**src/sv/hksg_pkg.sv**
```systemverilog
// hksg_pkg: types, fixed-point constants and helpers for the haptic knob
// setpoint generator. No dependencies; every other file but hksg_if imports it.
package hksg_pkg;

    localparam int FRAC_BITS = 16;

    // fixed-point constants, rounded to nearest at elaboration
    localparam longint FX_ONE    = longint'(1) << FRAC_BITS;
    localparam longint FX_0P3    = (3 * FX_ONE + 5) / 10;
    localparam longint FX_4P2    = (42 * FX_ONE + 5) / 10;
    localparam longint FX_20     = 20 * FX_ONE;
    localparam longint FX_5P1    = (51 * FX_ONE + 5) / 10;
    localparam longint FX_3P3    = (33 * FX_ONE + 5) / 10;
    localparam longint FX_DETENT = (64'sd5235987756 * FX_ONE + 64'sd5000000000)
                                   / 64'sd10000000000;

    localparam logic signed [31:0] FX_ONE_S     = 32'(FX_ONE);
    localparam logic signed [31:0] FX_NEG_ONE_S = 32'(-FX_ONE);
    localparam logic signed [32:0] FX_0P3_S     = 33'(FX_0P3);
    localparam logic signed [31:0] FX_4P2_S     = 32'(FX_4P2);
    localparam logic signed [31:0] FX_20_S      = 32'(FX_20);
    localparam logic signed [31:0] FX_5P1_S     = 32'(FX_5P1);
    localparam logic signed [31:0] FX_3P3_S     = 32'(FX_3P3);
    localparam logic [18:0]        FX_DETENT_S  = 19'(FX_DETENT);

    // register map, word index
    localparam int ADDR_W = 5;
    typedef enum logic [2:0] {
        REG_OPERATING_MODE = 3'd0,
        REG_ZERO_OFFSET    = 3'd1,
        REG_LIMIT_UPPER    = 3'd2,
        REG_LIMIT_LOWER    = 3'd3,
        REG_DETENT_STEP    = 3'd4
    } t_reg_idx;

    typedef enum logic [2:0] {
        OP_DISABLE = 3'd0,
        OP_INERTIA = 3'd1,
        OP_ENCODER = 3'd2,
        OP_SPRING  = 3'd3,
        OP_DAMPED  = 3'd4,
        OP_SPIN    = 3'd5
    } t_op_mode;

    typedef enum logic [1:0] {
        DRV_TORQUE   = 2'd0,
        DRV_VELOCITY = 2'd1,
        DRV_ANGLE    = 2'd2
    } t_drive_mode;

    typedef enum logic {
        CMD_TICK  = 1'b0,
        CMD_START = 1'b1
    } t_cmd;

    typedef struct packed {
        logic [2:0]         operating_mode;
        logic signed [31:0] zero_offset;
        logic signed [31:0] limit_upper;
        logic signed [31:0] limit_lower;
        logic [18:0]        detent_step;
    } t_cfg;

    typedef struct packed {
        logic               command;
        logic signed [31:0] position;
        logic signed [31:0] velocity;
    } t_req;

    typedef struct packed {
        logic               motor_enable;
        logic [1:0]         drive_mode;
        logic signed [31:0] setpoint;
        logic [2:0]         gain_profile;
        logic signed [31:0] detent_count;
        logic signed [31:0] position;
    } t_res;

    function automatic logic signed [31:0] sat32(input logic signed [32:0] v);
        logic signed [31:0] r;
        if (v[32] != v[31]) begin
            r = v[32] ? 32'sh8000_0000 : 32'sh7fff_ffff;
        end else begin
            r = v[31:0];
        end
        return r;
    endfunction

endpackage

```
**src/sv/hksg_if.sv**
```systemverilog
// hksg_if: valid/ready channel interfaces for requests and results.
// No dependencies.
interface hksg_in_if;
    logic               valid;
    logic               ready;
    logic               command;
    logic signed [31:0] measured_angle;
    logic signed [31:0] measured_velocity;

    modport source(output valid, command, measured_angle, measured_velocity, input ready);
    modport sink(input valid, command, measured_angle, measured_velocity, output ready);
endinterface

interface hksg_out_if;
    logic               valid;
    logic               ready;
    logic               motor_enable;
    logic [1:0]         drive_mode;
    logic signed [31:0] setpoint;
    logic [2:0]         gain_profile;
    logic signed [31:0] detent_count;
    logic signed [31:0] position;

    modport source(output valid, motor_enable, drive_mode, setpoint, gain_profile,
                   detent_count, position, input ready);
    modport sink(input valid, motor_enable, drive_mode, setpoint, gain_profile,
                 detent_count, position, output ready);
endinterface

```
**src/sv/hksg_cfg_regs.sv**
```systemverilog
// hksg_cfg_regs: APB-style configuration register file.
// Depends on hksg_pkg.
module hksg_cfg_regs
    import hksg_pkg::*;
(
    input  logic              i_clk,
    input  logic              i_rst_n,
    input  logic              psel,
    input  logic              penable,
    input  logic              pwrite,
    input  logic [ADDR_W-1:0] paddr,
    input  logic [31:0]       pwdata,
    output logic [31:0]       prdata,
    output logic              pready,
    output t_cfg              o_cfg
);

    t_cfg       r_cfg;
    logic       wr_en;
    t_reg_idx   idx;

    assign pready = 1'b1;
    assign wr_en  = psel && penable && pwrite;
    assign idx    = t_reg_idx'(paddr[ADDR_W-1:2]);
    assign o_cfg  = r_cfg;

    always_ff @(posedge i_clk) begin
        if (!i_rst_n) begin
            r_cfg.operating_mode <= OP_DISABLE;
            r_cfg.zero_offset    <= '0;
            r_cfg.limit_upper    <= FX_5P1_S;
            r_cfg.limit_lower    <= FX_3P3_S;
            r_cfg.detent_step    <= FX_DETENT_S;
        end else if (wr_en) begin
            unique case (idx)
                REG_OPERATING_MODE: r_cfg.operating_mode <= pwdata[2:0];
                REG_ZERO_OFFSET:    r_cfg.zero_offset    <= pwdata;
                REG_LIMIT_UPPER:    r_cfg.limit_upper    <= pwdata;
                REG_LIMIT_LOWER:    r_cfg.limit_lower    <= pwdata;
                REG_DETENT_STEP:    r_cfg.detent_step    <= pwdata[18:0];
                default: ;
            endcase
        end
    end

    always_comb begin
        unique case (idx)
            REG_OPERATING_MODE: prdata = {29'd0, r_cfg.operating_mode};
            REG_ZERO_OFFSET:    prdata = r_cfg.zero_offset;
            REG_LIMIT_UPPER:    prdata = r_cfg.limit_upper;
            REG_LIMIT_LOWER:    prdata = r_cfg.limit_lower;
            REG_DETENT_STEP:    prdata = {13'd0, r_cfg.detent_step};
            default:            prdata = '0;
        endcase
    end

endmodule

```
**src/sv/hksg_in_stage.sv**
```systemverilog
// hksg_in_stage: input register; forms the saturated position on the way in.
// Depends on hksg_pkg.
module hksg_in_stage
    import hksg_pkg::*;
(
    input  logic               i_clk,
    input  logic               i_rst_n,
    input  logic               i_valid,
    output logic               o_ready,
    input  logic               i_command,
    input  logic signed [31:0] i_angle,
    input  logic signed [31:0] i_velocity,
    input  logic signed [31:0] i_zero_offset,
    input  logic               i_down_ready,
    output logic               o_valid,
    output t_req               o_req
);

    logic r_valid;
    t_req r_req;
    logic accept;
    logic signed [32:0] pos_diff;

    assign o_ready  = !r_valid || i_down_ready;
    assign accept   = i_valid && o_ready;
    assign pos_diff = {i_angle[31], i_angle} - {i_zero_offset[31], i_zero_offset};
    assign o_valid  = r_valid;
    assign o_req    = r_req;

    always_ff @(posedge i_clk) begin
        if (!i_rst_n) begin
            r_valid <= 1'b0;
        end else if (accept) begin
            r_valid <= 1'b1;
        end else if (i_down_ready) begin
            r_valid <= 1'b0;
        end
    end

    always_ff @(posedge i_clk) begin
        if (accept) begin
            r_req.command  <= i_command;
            r_req.position <= sat32(pos_diff);
            r_req.velocity <= i_velocity;
        end
    end

endmodule

```
**src/sv/hksg_update.sv**
```systemverilog
// hksg_update: haptic mode state, next-state logic and result register.
// Depends on hksg_pkg.
module hksg_update
    import hksg_pkg::*;
(
    input  logic i_clk,
    input  logic i_rst_n,
    input  t_cfg i_cfg,
    input  logic i_valid,
    input  t_req i_req,
    output logic o_ready,
    input  logic i_out_ready,
    output logic o_out_valid,
    output t_res o_res
);

    logic signed [31:0] r_target,     n_target;
    logic signed [31:0] r_prev_angle, n_prev_angle;
    logic signed [31:0] r_prev_vel,   n_prev_vel;
    logic signed [31:0] r_count,      n_count;
    t_drive_mode        r_drive,      n_drive;
    logic               r_drive_on,   n_drive_on;
    logic [2:0]         r_profile,    n_profile;
    logic               r_out_valid;
    t_res               r_res;

    logic               adv;
    logic signed [32:0] vel_diff, vel_diff_abs;
    logic signed [32:0] ang_diff, half, neg_half;
    logic signed [32:0] step_up, step_dn;
    logic               limits_on;
    t_op_mode           op;

    assign o_ready     = !r_out_valid || i_out_ready;
    assign adv         = i_valid && o_ready;
    assign o_out_valid = r_out_valid;
    assign o_res       = r_res;
    assign op          = t_op_mode'(i_cfg.operating_mode);

    assign vel_diff     = {i_req.velocity[31], i_req.velocity} - {r_prev_vel[31], r_prev_vel};
    assign vel_diff_abs = vel_diff[32] ? -vel_diff : vel_diff;
    assign ang_diff     = {i_req.position[31], i_req.position}
                          - {r_prev_angle[31], r_prev_angle};
    assign half         = {15'd0, i_cfg.detent_step[18:1]};
    assign neg_half     = -half;
    assign step_up      = {r_target[31], r_target} + {14'd0, i_cfg.detent_step};
    assign step_dn      = {r_target[31], r_target} - {14'd0, i_cfg.detent_step};
    assign limits_on    = (i_cfg.limit_upper != 0) && (i_cfg.limit_lower != 0);

    always_comb begin
        n_target     = r_target;
        n_prev_angle = r_prev_angle;
        n_prev_vel   = r_prev_vel;
        n_count      = r_count;
        n_drive      = r_drive;
        n_drive_on   = r_drive_on;
        n_profile    = r_profile;
        if (i_req.command == CMD_START) begin
            n_prev_angle = i_req.position;
            n_prev_vel   = i_req.velocity;
            unique case (op)
                OP_INERTIA: begin
                    n_drive_on = 1'b1;
                    n_drive    = DRV_VELOCITY;
                    n_profile  = OP_INERTIA;
                end
                OP_ENCODER: begin
                    n_drive_on   = 1'b1;
                    n_drive      = DRV_ANGLE;
                    n_profile    = OP_ENCODER;
                    n_target     = FX_4P2_S;
                    n_prev_angle = FX_4P2_S;
                end
                OP_SPRING: begin
                    n_drive_on = 1'b1;
                    n_drive    = DRV_ANGLE;
                    n_profile  = OP_SPRING;
                    n_target   = FX_4P2_S;
                end
                OP_DAMPED: begin
                    n_drive_on = 1'b1;
                    n_drive    = DRV_VELOCITY;
                    n_profile  = OP_DAMPED;
                    n_target   = '0;
                end
                OP_SPIN: begin
                    n_drive_on = 1'b1;
                    n_drive    = DRV_VELOCITY;
                    n_profile  = OP_SPIN;
                    n_target   = FX_20_S;
                end
                default: n_drive_on = 1'b0;
            endcase
        end else begin
            unique case (op)
                OP_INERTIA: begin
                    if (i_req.velocity > FX_ONE_S || i_req.velocity < FX_NEG_ONE_S) begin
                        if (vel_diff_abs > FX_0P3_S) begin
                            n_target = i_req.velocity;
                        end
                    end else begin
                        n_target = '0;
                    end
                    n_prev_vel = i_req.velocity;
                end
                OP_ENCODER: begin
                    priority if (ang_diff > half) begin
                        n_target     = sat32(step_up);
                        n_prev_angle = sat32(step_up);
                        n_count      = r_count + 32'sd1;
                    end else if (ang_diff < neg_half) begin
                        n_target     = sat32(step_dn);
                        n_prev_angle = sat32(step_dn);
                        n_count      = r_count - 32'sd1;
                    end
                end
                OP_DAMPED: begin
                    if (limits_on) begin
                        // upper test wins when the limits are inverted
                        priority if (i_req.position > i_cfg.limit_upper) begin
                            n_drive  = DRV_ANGLE;
                            n_target = i_cfg.limit_upper;
                        end else if (i_req.position < i_cfg.limit_lower) begin
                            n_drive  = DRV_ANGLE;
                            n_target = i_cfg.limit_lower;
                        end else begin
                            n_drive  = DRV_VELOCITY;
                            n_target = '0;
                        end
                    end
                end
                default: ;
            endcase
        end
    end

    always_ff @(posedge i_clk) begin
        if (!i_rst_n) begin
            r_target     <= '0;
            r_prev_angle <= '0;
            r_prev_vel   <= '0;
            r_count      <= '0;
            r_drive      <= DRV_TORQUE;
            r_drive_on   <= 1'b0;
            r_profile    <= '0;
            r_out_valid  <= 1'b0;
        end else begin
            if (adv) begin
                r_target     <= n_target;
                r_prev_angle <= n_prev_angle;
                r_prev_vel   <= n_prev_vel;
                r_count      <= n_count;
                r_drive      <= n_drive;
                r_drive_on   <= n_drive_on;
                r_profile    <= n_profile;
                r_out_valid  <= 1'b1;
            end else if (i_out_ready) begin
                r_out_valid  <= 1'b0;
            end
        end
    end

    always_ff @(posedge i_clk) begin
        if (adv) begin
            r_res.motor_enable <= n_drive_on;
            r_res.drive_mode   <= n_drive;
            r_res.setpoint     <= n_target;
            r_res.gain_profile <= n_profile;
            r_res.detent_count <= n_count;
            r_res.position     <= i_req.position;
        end
    end

endmodule

```
**src/sv/haptic_knob_setpoint_generator_core.sv**
```systemverilog
// Haptic knob setpoint generator. Each request (control tick or mode start)
// yields exactly one result: motor enable, drive mode, setpoint, gain profile,
// detent count and offset-corrected position. The result passes through the input
// register, then the mode-update logic feeding the result register; a new request
// is taken every cycle while results are drained. Registers are to be written over
// the APB port only while no request is in flight; the user is bound to this, the
// block itself does not enforce it. pready is always high.
// Depends on hksg_pkg, hksg_if, hksg_cfg_regs, hksg_in_stage, hksg_update.
module haptic_knob_setpoint_generator_core
    import hksg_pkg::*;
(
    input  logic              i_clk,
    input  logic              i_rst_n,
    hksg_in_if.sink           i_in,
    hksg_out_if.source        o_out,
    input  logic              psel,
    input  logic              penable,
    input  logic              pwrite,
    input  logic [ADDR_W-1:0] paddr,
    input  logic [31:0]       pwdata,
    output logic [31:0]       prdata,
    output logic              pready
);

    t_cfg cfg;
    t_req req;
    t_res res;
    logic req_valid;
    logic upd_ready;
    logic out_valid;

    hksg_cfg_regs u_cfg (
        .i_clk   (i_clk),
        .i_rst_n (i_rst_n),
        .psel    (psel),
        .penable (penable),
        .pwrite  (pwrite),
        .paddr   (paddr),
        .pwdata  (pwdata),
        .prdata  (prdata),
        .pready  (pready),
        .o_cfg   (cfg)
    );

    hksg_in_stage u_in (
        .i_clk         (i_clk),
        .i_rst_n       (i_rst_n),
        .i_valid       (i_in.valid),
        .o_ready       (i_in.ready),
        .i_command     (i_in.command),
        .i_angle       (i_in.measured_angle),
        .i_velocity    (i_in.measured_velocity),
        .i_zero_offset (cfg.zero_offset),
        .i_down_ready  (upd_ready),
        .o_valid       (req_valid),
        .o_req         (req)
    );

    hksg_update u_upd (
        .i_clk       (i_clk),
        .i_rst_n     (i_rst_n),
        .i_cfg       (cfg),
        .i_valid     (req_valid),
        .i_req       (req),
        .o_ready     (upd_ready),
        .i_out_ready (o_out.ready),
        .o_out_valid (out_valid),
        .o_res       (res)
    );

    assign o_out.valid        = out_valid;
    assign o_out.motor_enable = res.motor_enable;
    assign o_out.drive_mode   = res.drive_mode;
    assign o_out.setpoint     = res.setpoint;
    assign o_out.gain_profile = res.gain_profile;
    assign o_out.detent_count = res.detent_count;
    assign o_out.position     = res.position;

endmodule

```
**src/flat_wrapper.sv**
```systemverilog
// flat-port wrapper written by rule: the top's interface ports become plain ports
module haptic_knob_setpoint_generator_core_flat import hksg_pkg::*;
  (i_clk, i_rst_n, psel, penable, pwrite, paddr, pwdata, prdata, pready, i_in_valid, i_in_command, i_in_measured_angle, i_in_measured_velocity, i_in_ready, o_out_valid, o_out_motor_enable, o_out_drive_mode, o_out_setpoint, o_out_gain_profile, o_out_detent_count, o_out_position, o_out_ready);
  hksg_in_if i_in_i ();
  hksg_out_if o_out_i ();
  input  logic i_clk;
  input  logic i_rst_n;
  input  logic psel;
  input  logic penable;
  input  logic pwrite;
  input  logic [ADDR_W-1:0] paddr;
  input  logic [31:0] pwdata;
  output logic [31:0] prdata;
  output logic pready;
  input wire logic [$bits(i_in_i.valid)-1:0] i_in_valid;
  input wire logic [$bits(i_in_i.command)-1:0] i_in_command;
  input wire logic [$bits(i_in_i.measured_angle)-1:0] i_in_measured_angle;
  input wire logic [$bits(i_in_i.measured_velocity)-1:0] i_in_measured_velocity;
  output wire logic [$bits(i_in_i.ready)-1:0] i_in_ready;
  output wire logic [$bits(o_out_i.valid)-1:0] o_out_valid;
  output wire logic [$bits(o_out_i.motor_enable)-1:0] o_out_motor_enable;
  output wire logic [$bits(o_out_i.drive_mode)-1:0] o_out_drive_mode;
  output wire logic [$bits(o_out_i.setpoint)-1:0] o_out_setpoint;
  output wire logic [$bits(o_out_i.gain_profile)-1:0] o_out_gain_profile;
  output wire logic [$bits(o_out_i.detent_count)-1:0] o_out_detent_count;
  output wire logic [$bits(o_out_i.position)-1:0] o_out_position;
  input wire logic [$bits(o_out_i.ready)-1:0] o_out_ready;
  assign i_in_i.valid = i_in_valid;
  assign i_in_i.command = i_in_command;
  assign i_in_i.measured_angle = i_in_measured_angle;
  assign i_in_i.measured_velocity = i_in_measured_velocity;
  assign i_in_ready = i_in_i.ready;
  assign o_out_valid = o_out_i.valid;
  assign o_out_motor_enable = o_out_i.motor_enable;
  assign o_out_drive_mode = o_out_i.drive_mode;
  assign o_out_setpoint = o_out_i.setpoint;
  assign o_out_gain_profile = o_out_i.gain_profile;
  assign o_out_detent_count = o_out_i.detent_count;
  assign o_out_position = o_out_i.position;
  assign o_out_i.ready = o_out_ready;
  haptic_knob_setpoint_generator_core u_core (.i_clk(i_clk), .i_rst_n(i_rst_n), .i_in(i_in_i), .o_out(o_out_i), .psel(psel), .penable(penable), .pwrite(pwrite), .paddr(paddr), .pwdata(pwdata), .prdata(prdata), .pready(pready));
endmodule
```
**config.mk**
```make
export PLATFORM = sky130hd
export DESIGN_NAME = haptic_knob_setpoint_generator_core_flat
export DESIGN_NICKNAME = d
export VERILOG_FILES = /design/src/sv/hksg_pkg.sv /design/src/sv/hksg_if.sv /design/src/sv/hksg_cfg_regs.sv /design/src/sv/hksg_in_stage.sv /design/src/sv/hksg_update.sv /design/src/sv/haptic_knob_setpoint_generator_core.sv /design/src/flat_wrapper.sv
export SDC_FILE = /design/constraint.sdc
export NUM_CORES = 2
export LEC_CHECK = 0
export BUFFER_PORTS_ARGS = -buffer_cell sky130_fd_sc_hd__buf_2
export CORE_MARGIN = 5
export CORE_UTILIZATION = 54
export CTS_BUF_LIST = sky130_fd_sc_hd__clkbuf_4
export DETAILED_ROUTE_END_ITERATION = 8
export PLACE_DENSITY = 0.76
export SYNTH_ARGS = -nofsm -noshare
export SYNTH_HDL_FRONTEND = slang
export SYNTH_SLANG_ARGS = --single-unit
```
**constraint.sdc**
```tcl
create_clock -name i_clk -period 5.3 [get_ports i_clk]
set_input_delay 1.06 -clock i_clk [delete_from_list [all_inputs] [get_ports i_clk]]
set_output_delay 1.06 -clock i_clk [all_outputs]
set_load 0.02 [all_outputs]
```
-- Yosys cells after proc, flatten, opt, wreduce, memory -nomap -nowiden
Cells that the tools add are included.
- register bits after elaboration: 421
- latch bits: 0
- bits in writable memories: 0
- ROM bits: 0
- input port bits: 109
- logic and storage cells: 122
- memories kept: 0
- $add $sub $neg: 9
- $mul: 0
- divide/modulo/power cells: 0
- $lt $le $gt $ge: 7
- equality and inequality tests: 12
- shift-type cells: 0
- muxes and demuxes: 43
- bitwise gates (word level): 0
- reduce and logical (&&, ||, !) cells: 28
- operator list (kind ; count):
    $mux W32 ; 25
    $pmux W32 S3 ; 2
    $pmux W32 S5 ; 1
    $sub A32 B32 Y33 ; 3
    $reduce_bool A32 Y1 ; 2
    $add A32 B20 Y33 ; 1
    $gt A33 B16 Y1 const B ; 1
    $gt A33 B19 Y1 ; 1
    $lt A33 B33 Y1 ; 1
    $mux W33 ; 1
    $neg A18 Y33 ; 1
    $neg A33 Y33 ; 1
    $sub A32 B20 Y33 ; 1
    $add A32 B2 Y32 const B ; 1
    $gt A32 B18 Y1 const B ; 1
    $gt A32 B32 Y1 ; 1
    $lt A32 B17 Y1 const B ; 1
    $lt A32 B32 Y1 ; 1
    $sub A32 B2 Y32 const B ; 1
    $pmux W3 S5 ; 1
    $eq A3 B2 Y1 const B ; 4
    $reduce_and A2 Y1 ; 6
    $mux W2 ; 5
    $eq A3 B3 Y1 const B ; 3
    other kinds (15) ; 33

-- Logic depth before layout (Yosys ltp)
- depth after elaboration: 8
- depth in mapped cells: 29
- depth with buffers taken out: 26

-- Cells and area by module
A second synthesis with hierarchy kept.
- cells, all modules: 4123
- area, all modules: 33661.0 µm²
- modules (own cells, without submodules) (module ; instances ; cells each ; area an instance (µm²)):
    hksg_update ; 1 ; 3153 ; 24099.4
    hksg_cfg_regs ; 1 ; 576 ; 5357.6
    hksg_in_stage ; 1 ; 394 ; 4204.0

-- Worst setup path before layout
No wires, ideal clock.
- path type: reg-to-reg
- from: reg u_core.u_in.r_req (netlist bit u_core.u_in.o_req[40])
- to: reg, netlist name u_core.u_upd.o_res[83]
- setup time: 291 ps
- arrival time: 5392 ps
- data required time: 5009 ps
- slack: -383 ps
- cell stages (with the launch flop): 22
- buffers on the path: 1
- cells stage by stage: edfxtp_1 ha_1 clkbuf_1 nand3_1 a2111oi_0 o21ai_1 a2111oi_2 nor2_1 a2111oi_0 o31ai_1 and2_1 ha_1 o21ai_0 o21ai_0 or3_1 a22oi_1 o211ai_1 a31o_2 a2111oi_0 a21oi_1 nor2_1 a311oi_1
- cells in the longest elaborated chain, start to end: 6
- elaborated cells between the ends (all ways): 12
- RTL lines (what ; line ; text):
    from (decl) ; hksg_in_stage.sv:20 ; t_req r_req;
    $sub A32 B32 Y33 / $lt A32 B32 Y1 (equally long branches) ; hksg_update.sv:43, hksg_update.sv:123 ;
    $lt A33 B33 Y1 / $mux W32 (equally long branches) ; hksg_update.sv:111, hksg_update.sv:123 ;
    $mux W32 (on tied branches) ; hksg_update.sv:111, hksg_update.sv:120 ;
    $mux W32 (on tied branches) ; hksg_update.sv:107, hksg_update.sv:118 ;
    $pmux W32 S3 (*) ; hksg_update.sv:95 ; unique case (op)
    $mux W32 (*) ; hksg_update.sv:58 ; if (i_req.command == CMD_START) begin
    net u_core.u_upd.n_target[16] ; hksg_update.sv:17 ; logic signed [31:0] r_target, n_target;
The timed path passes the listed nets; every way through them passes the cells marked *.
A chain may end at the register's enable or synchronous reset.

-- Final worst setup path
- from: reg u_core.u_in.r_req (netlist bit u_core.u_in.o_req[32])
- to: reg, netlist name u_core.u_upd.o_res[97]
- cells in the longest elaborated chain, start to end: 6
- elaborated cells between the ends (all ways): 12
- RTL lines (what ; line):
    $sub A32 B32 Y33 / $lt A32 B32 Y1 (equally long branches) ; hksg_update.sv:43, hksg_update.sv:123
    $lt A33 B33 Y1 / $mux W32 (equally long branches) ; hksg_update.sv:111, hksg_update.sv:123
    $mux W32 (on tied branches) ; hksg_update.sv:111, hksg_update.sv:120
    $mux W32 (on tied branches) ; hksg_update.sv:107, hksg_update.sv:118
    $pmux W32 S3 (*) ; hksg_update.sv:95
    $mux W32 (*) ; hksg_update.sv:58
    net u_core.u_upd.n_target[30] ; hksg_update.sv:17
Marked as above.

==> impl_metrics.json <==
{
  "grt-ovfl-total": 0,
  "crit_fanout": 7,
  "synth.largest_area_cell": "dfxtp_1",
  "grt_pass1_vias": 34200,
  "finalMaxSlewViolations": 0,
  "start_util_pct": 54.7,
  "finalSetupViolCount": 158,
  "period_share_pct": 110,
  "die_x_um": 258,
  "finalSetupTns_ps": -46500,
  "fin_nets": 5431,
  "pwr-share-clk_pct": 30.2,
  "muxShareOfSynthArea_pct": 0.992,
  "synth_xor_area_share_pct": 4.60,
  "sequentialPowerShare_pct": 35.0,
  "grt_usage_pct": 39.8,
  "power_switching_mw": 3.71,
  "worstSetupPathType": "reg2reg",
  "powerDensity_nw_per_um2": 238,
  "insertion_delay_ps": 930,
  "place_hpwl_um": 108000,
  "drc": 1,
  "grt_setup_unrepaired": "yes",
  "synthesis.area_sq_um": 33200,
  "ios": 246,
  "status": "complete, but fails checks",
  "clkTransAtPathRegs_ps": 70,
  "vias": 38100,
  "yosysUniqueCellTypes": 101,
  "vdd.ir_drop.worst_mv": 0.150,
  "die_height_um": 258,
  "synth_top_cell_area_share_pct": 15.3,
  "yosysWarningCount": 0,
  "gr-usage-met3_pct": 8.87,
  "synth_compound_area_share_pct": 25.7,
  "grt_use_met2_pct": 62.0,
  "synth_seq_cells": 421,
  "synth_top_family_by_area": "compound AO/OA/AOI/OAI gates",
  "synth-edff-count": 167,
  "use_met1_pct": 52.0,
  "p_leak_nw": 17.7,
  "synth_fp_nets": 4630,
  "fmax_ghz": 0.171,
  "layout_commonest_cell": "buf_4",
  "cts_sinks": 421,
  "routed_wl_um": 144000,
  "synth_ff_type": "dfxtp_1",
  "grt_max_degree": 84,
  "clk_path_buf_depth": 3,
  "drt-initial-drc-count": 4818,
  "swShare_pct": 35.8,
  "vias_per_cell": 6.40,
  "syn2layout_area_growth_pct": 31.4,
  "cts.htree.levels": 3,
  "hold_path_depth": 1,
  "hold_viol": 0,
  "hp-class": "in2reg",
  "internal_power_mw": 6.67,
  "postCtsHoldBufs": 0,
  "synthSimpleGateAreaFrac_pct": 22.3,
  "port_buffers": 242,
  "grt_pass1_wl_um": 206000,
  "dieArea_sq_um": 66500,
  "crit_path_end_kind": "flip-flop",
  "grt_busiest_layer": "met2",
  "fin_ws_ps": -546,
  "finalClockSkew_ps": 87.8,
  "regArea_sq_um": 10100,
  "cap_violations": 0,
  "synthTopCellsByArea": "dfxtp_1 15%, edfxtp_1 15%, ha_1 9.6%, nand2_1 7.0%, a21oi_1 6.5%",
  "cts_buffers": 115,
  "post-place-ws_ps": -754,
  "antenna_found_initial": 7,
  "fin_crit_ps": 5850,
  "multi_input_area_sq_um": 23000,
  "max_slew.worst_pin.slew_ps": 1330,
  "crit_arrival_ps": 6520,
  "ant_nets": 0,
  "routedWlPerCell_um": 24.2,
  "std_cell_rows": 90,
  "tritoncts": "yes",
  "final_cell_mix": "637 x buf_4, 595 x nand2_1, 385 x a21oi_1",
  "reg2reg_depth": 27,
  "core_sq_um": 60600,
  "cp-start-kind": "flip-flop",
  "violations": "DRC, setup timing",
  "async_flop_share_pct": 0,
  "drive_gt1_share_pct": 28.6,
  "fillers": 4936,
  "dr.pass1.iters": 9,
  "synth_cells": 4261,
  "placed_area_sq_um": 39400,
  "crit_required_ps": 5970,
  "synthAdderAreaFrac_pct": 10.1,
  "avgSynthCellArea_sq_um": 7.78,
  "place.gp.congestion": 1.07,
  "yosysSeqAreaShare_pct": 30.5,
  "fin_hold_ws_ps": 306,
  "cts_root_buf": "clkbuf_4",
  "stdcell_area_sq_um": 43600,
  "combinationalPowerShare_pct": 34.8,
  "relSlewSlack_pct": 11.0
}
[kinds of logic after synthesis]
kind of cell | count (synthesis)
compound gates | 1305
xor+xnor | 174
fa+ha+maj | 265
buf+inv | 507
flops | 421
mux | 32
other cells | 1
simple gates | 1556
[layout make-up]
type / count / share of cell area (%)
Clock buffer: 172 / 2.96
Clock inverter: 44 / 0.594
Antenna cell: 5 / 0.0287
Multi-Input combinational cell: 3333 / 52.8
Inverter: 245 / 2.13
Timing Repair Buffer: 946 / 16.1
Tap cell: 782 / 2.24
Sequential cell: 421 / 23.2
[worst paths after layout]
kind | from | slack, ps | end
max | u_core.u_in.o_req[32] | -550 | u_core.u_upd.o_res[97]
max reg2reg | u_core.u_in.o_req[32] | -550 | u_core.u_upd.o_res[97]
min | i_in_measured_velocity[10] | 310 | u_core.u_in.o_req[10]
min reg2reg | u_core.u_upd.r_prev_vel[24] | 450 | u_core.u_upd.r_prev_vel[24]
[routing by layer]
metal,vias to the layer above,wire [um]
met3,575,16900
met1,17800,54800
met4,4,9940
li1,17300,-
met2,2482,62300
met5,-,34
[Yosys cell counts (61+ instances only)]
cell,number
nand2_1,614
a21oi_1,430
nor2_1,287
ha_1,255
dfxtp_1,254
inv_1,241
clkbuf_1,220
o21ai_0,220
edfxtp_1,167
nand3_1,114
xnor2_1,112
a21o_1,93
nor3_1,91
nor4_1,76
a211oi_1,67
nand4_1,67
o211ai_1,62
xor2_1,62
a22oi_1,61
[power by group through the flow]
stage          logic (mW)  registers (mW)  clock network, mW
6_report             3.62            3.63               3.13
5_1_grt              3.84            3.63               3.35
4_1_cts              3.22            3.62               3.16
3_5_place_dp         3.06            3.69                  0
3_3_place_gp         3.03            3.69                  0
2_1_floorplan        1.64            3.70                  0
[critical path, cell delays in order, from the launching register on]
cell and delay [ps]:
edfxtp_1 400, inv_2 120, ha_4 150, inv_2 40
fa_2 350, a211oi_2 260, o21a_1 220, o31a_1 270
buf_4 150, a211o_1 170, nand3_1 140, a31o_2 290
xor2_2 160, ha_1 320, o21ai_2 180, o21ai_0 150
or3_4 410, a22oi_2 180, o211ai_1 200, buf_4 200
buf_12 150, buf_4 150, o21ai_0 150, o21ai_1 80
a21oi_1 220, o2bb2ai_2 180, a21oi_1 110, o21a_1 210
[flip-flops by register name, indices dropped and copies added, names as in the netlist]
name                       cells
u_core.u_upd.r_count          32
u_core.u_in.o_req             65
u_core.u_upd.o_res           102
u_core.u_upd.r_drive_on        1
u_core.u_upd.r_profile         3
u_core.u_upd.r_prev_angle     32
u_core.u_upd.r_target         32
u_core.u_cfg.o_cfg           118
u_core.u_upd.r_drive           2
u_core.u_upd.r_prev_vel       32
u_core.u_in.o_valid            1
u_core.u_upd.o_out_valid       1
[stage by stage]
step	total power, mW	utilization, %	std cells
3_5_place_dp	6.76	65.0	5663
5_1_grt	10.8	71.9	5945
3_3_place_gp	6.72	65.0	5663
6_report	10.4	71.9	5948
4_1_cts	10.0	68.9	5896
2_1_floorplan	5.34	-	4261
[timing repair]
action	CTS	global route
cloned	3	4
pin swaps	63	165
buffers inserted	16	53
setup endpoints to repair	160	160
resized for setup	162	296
(Power assumes the default switching activity.)
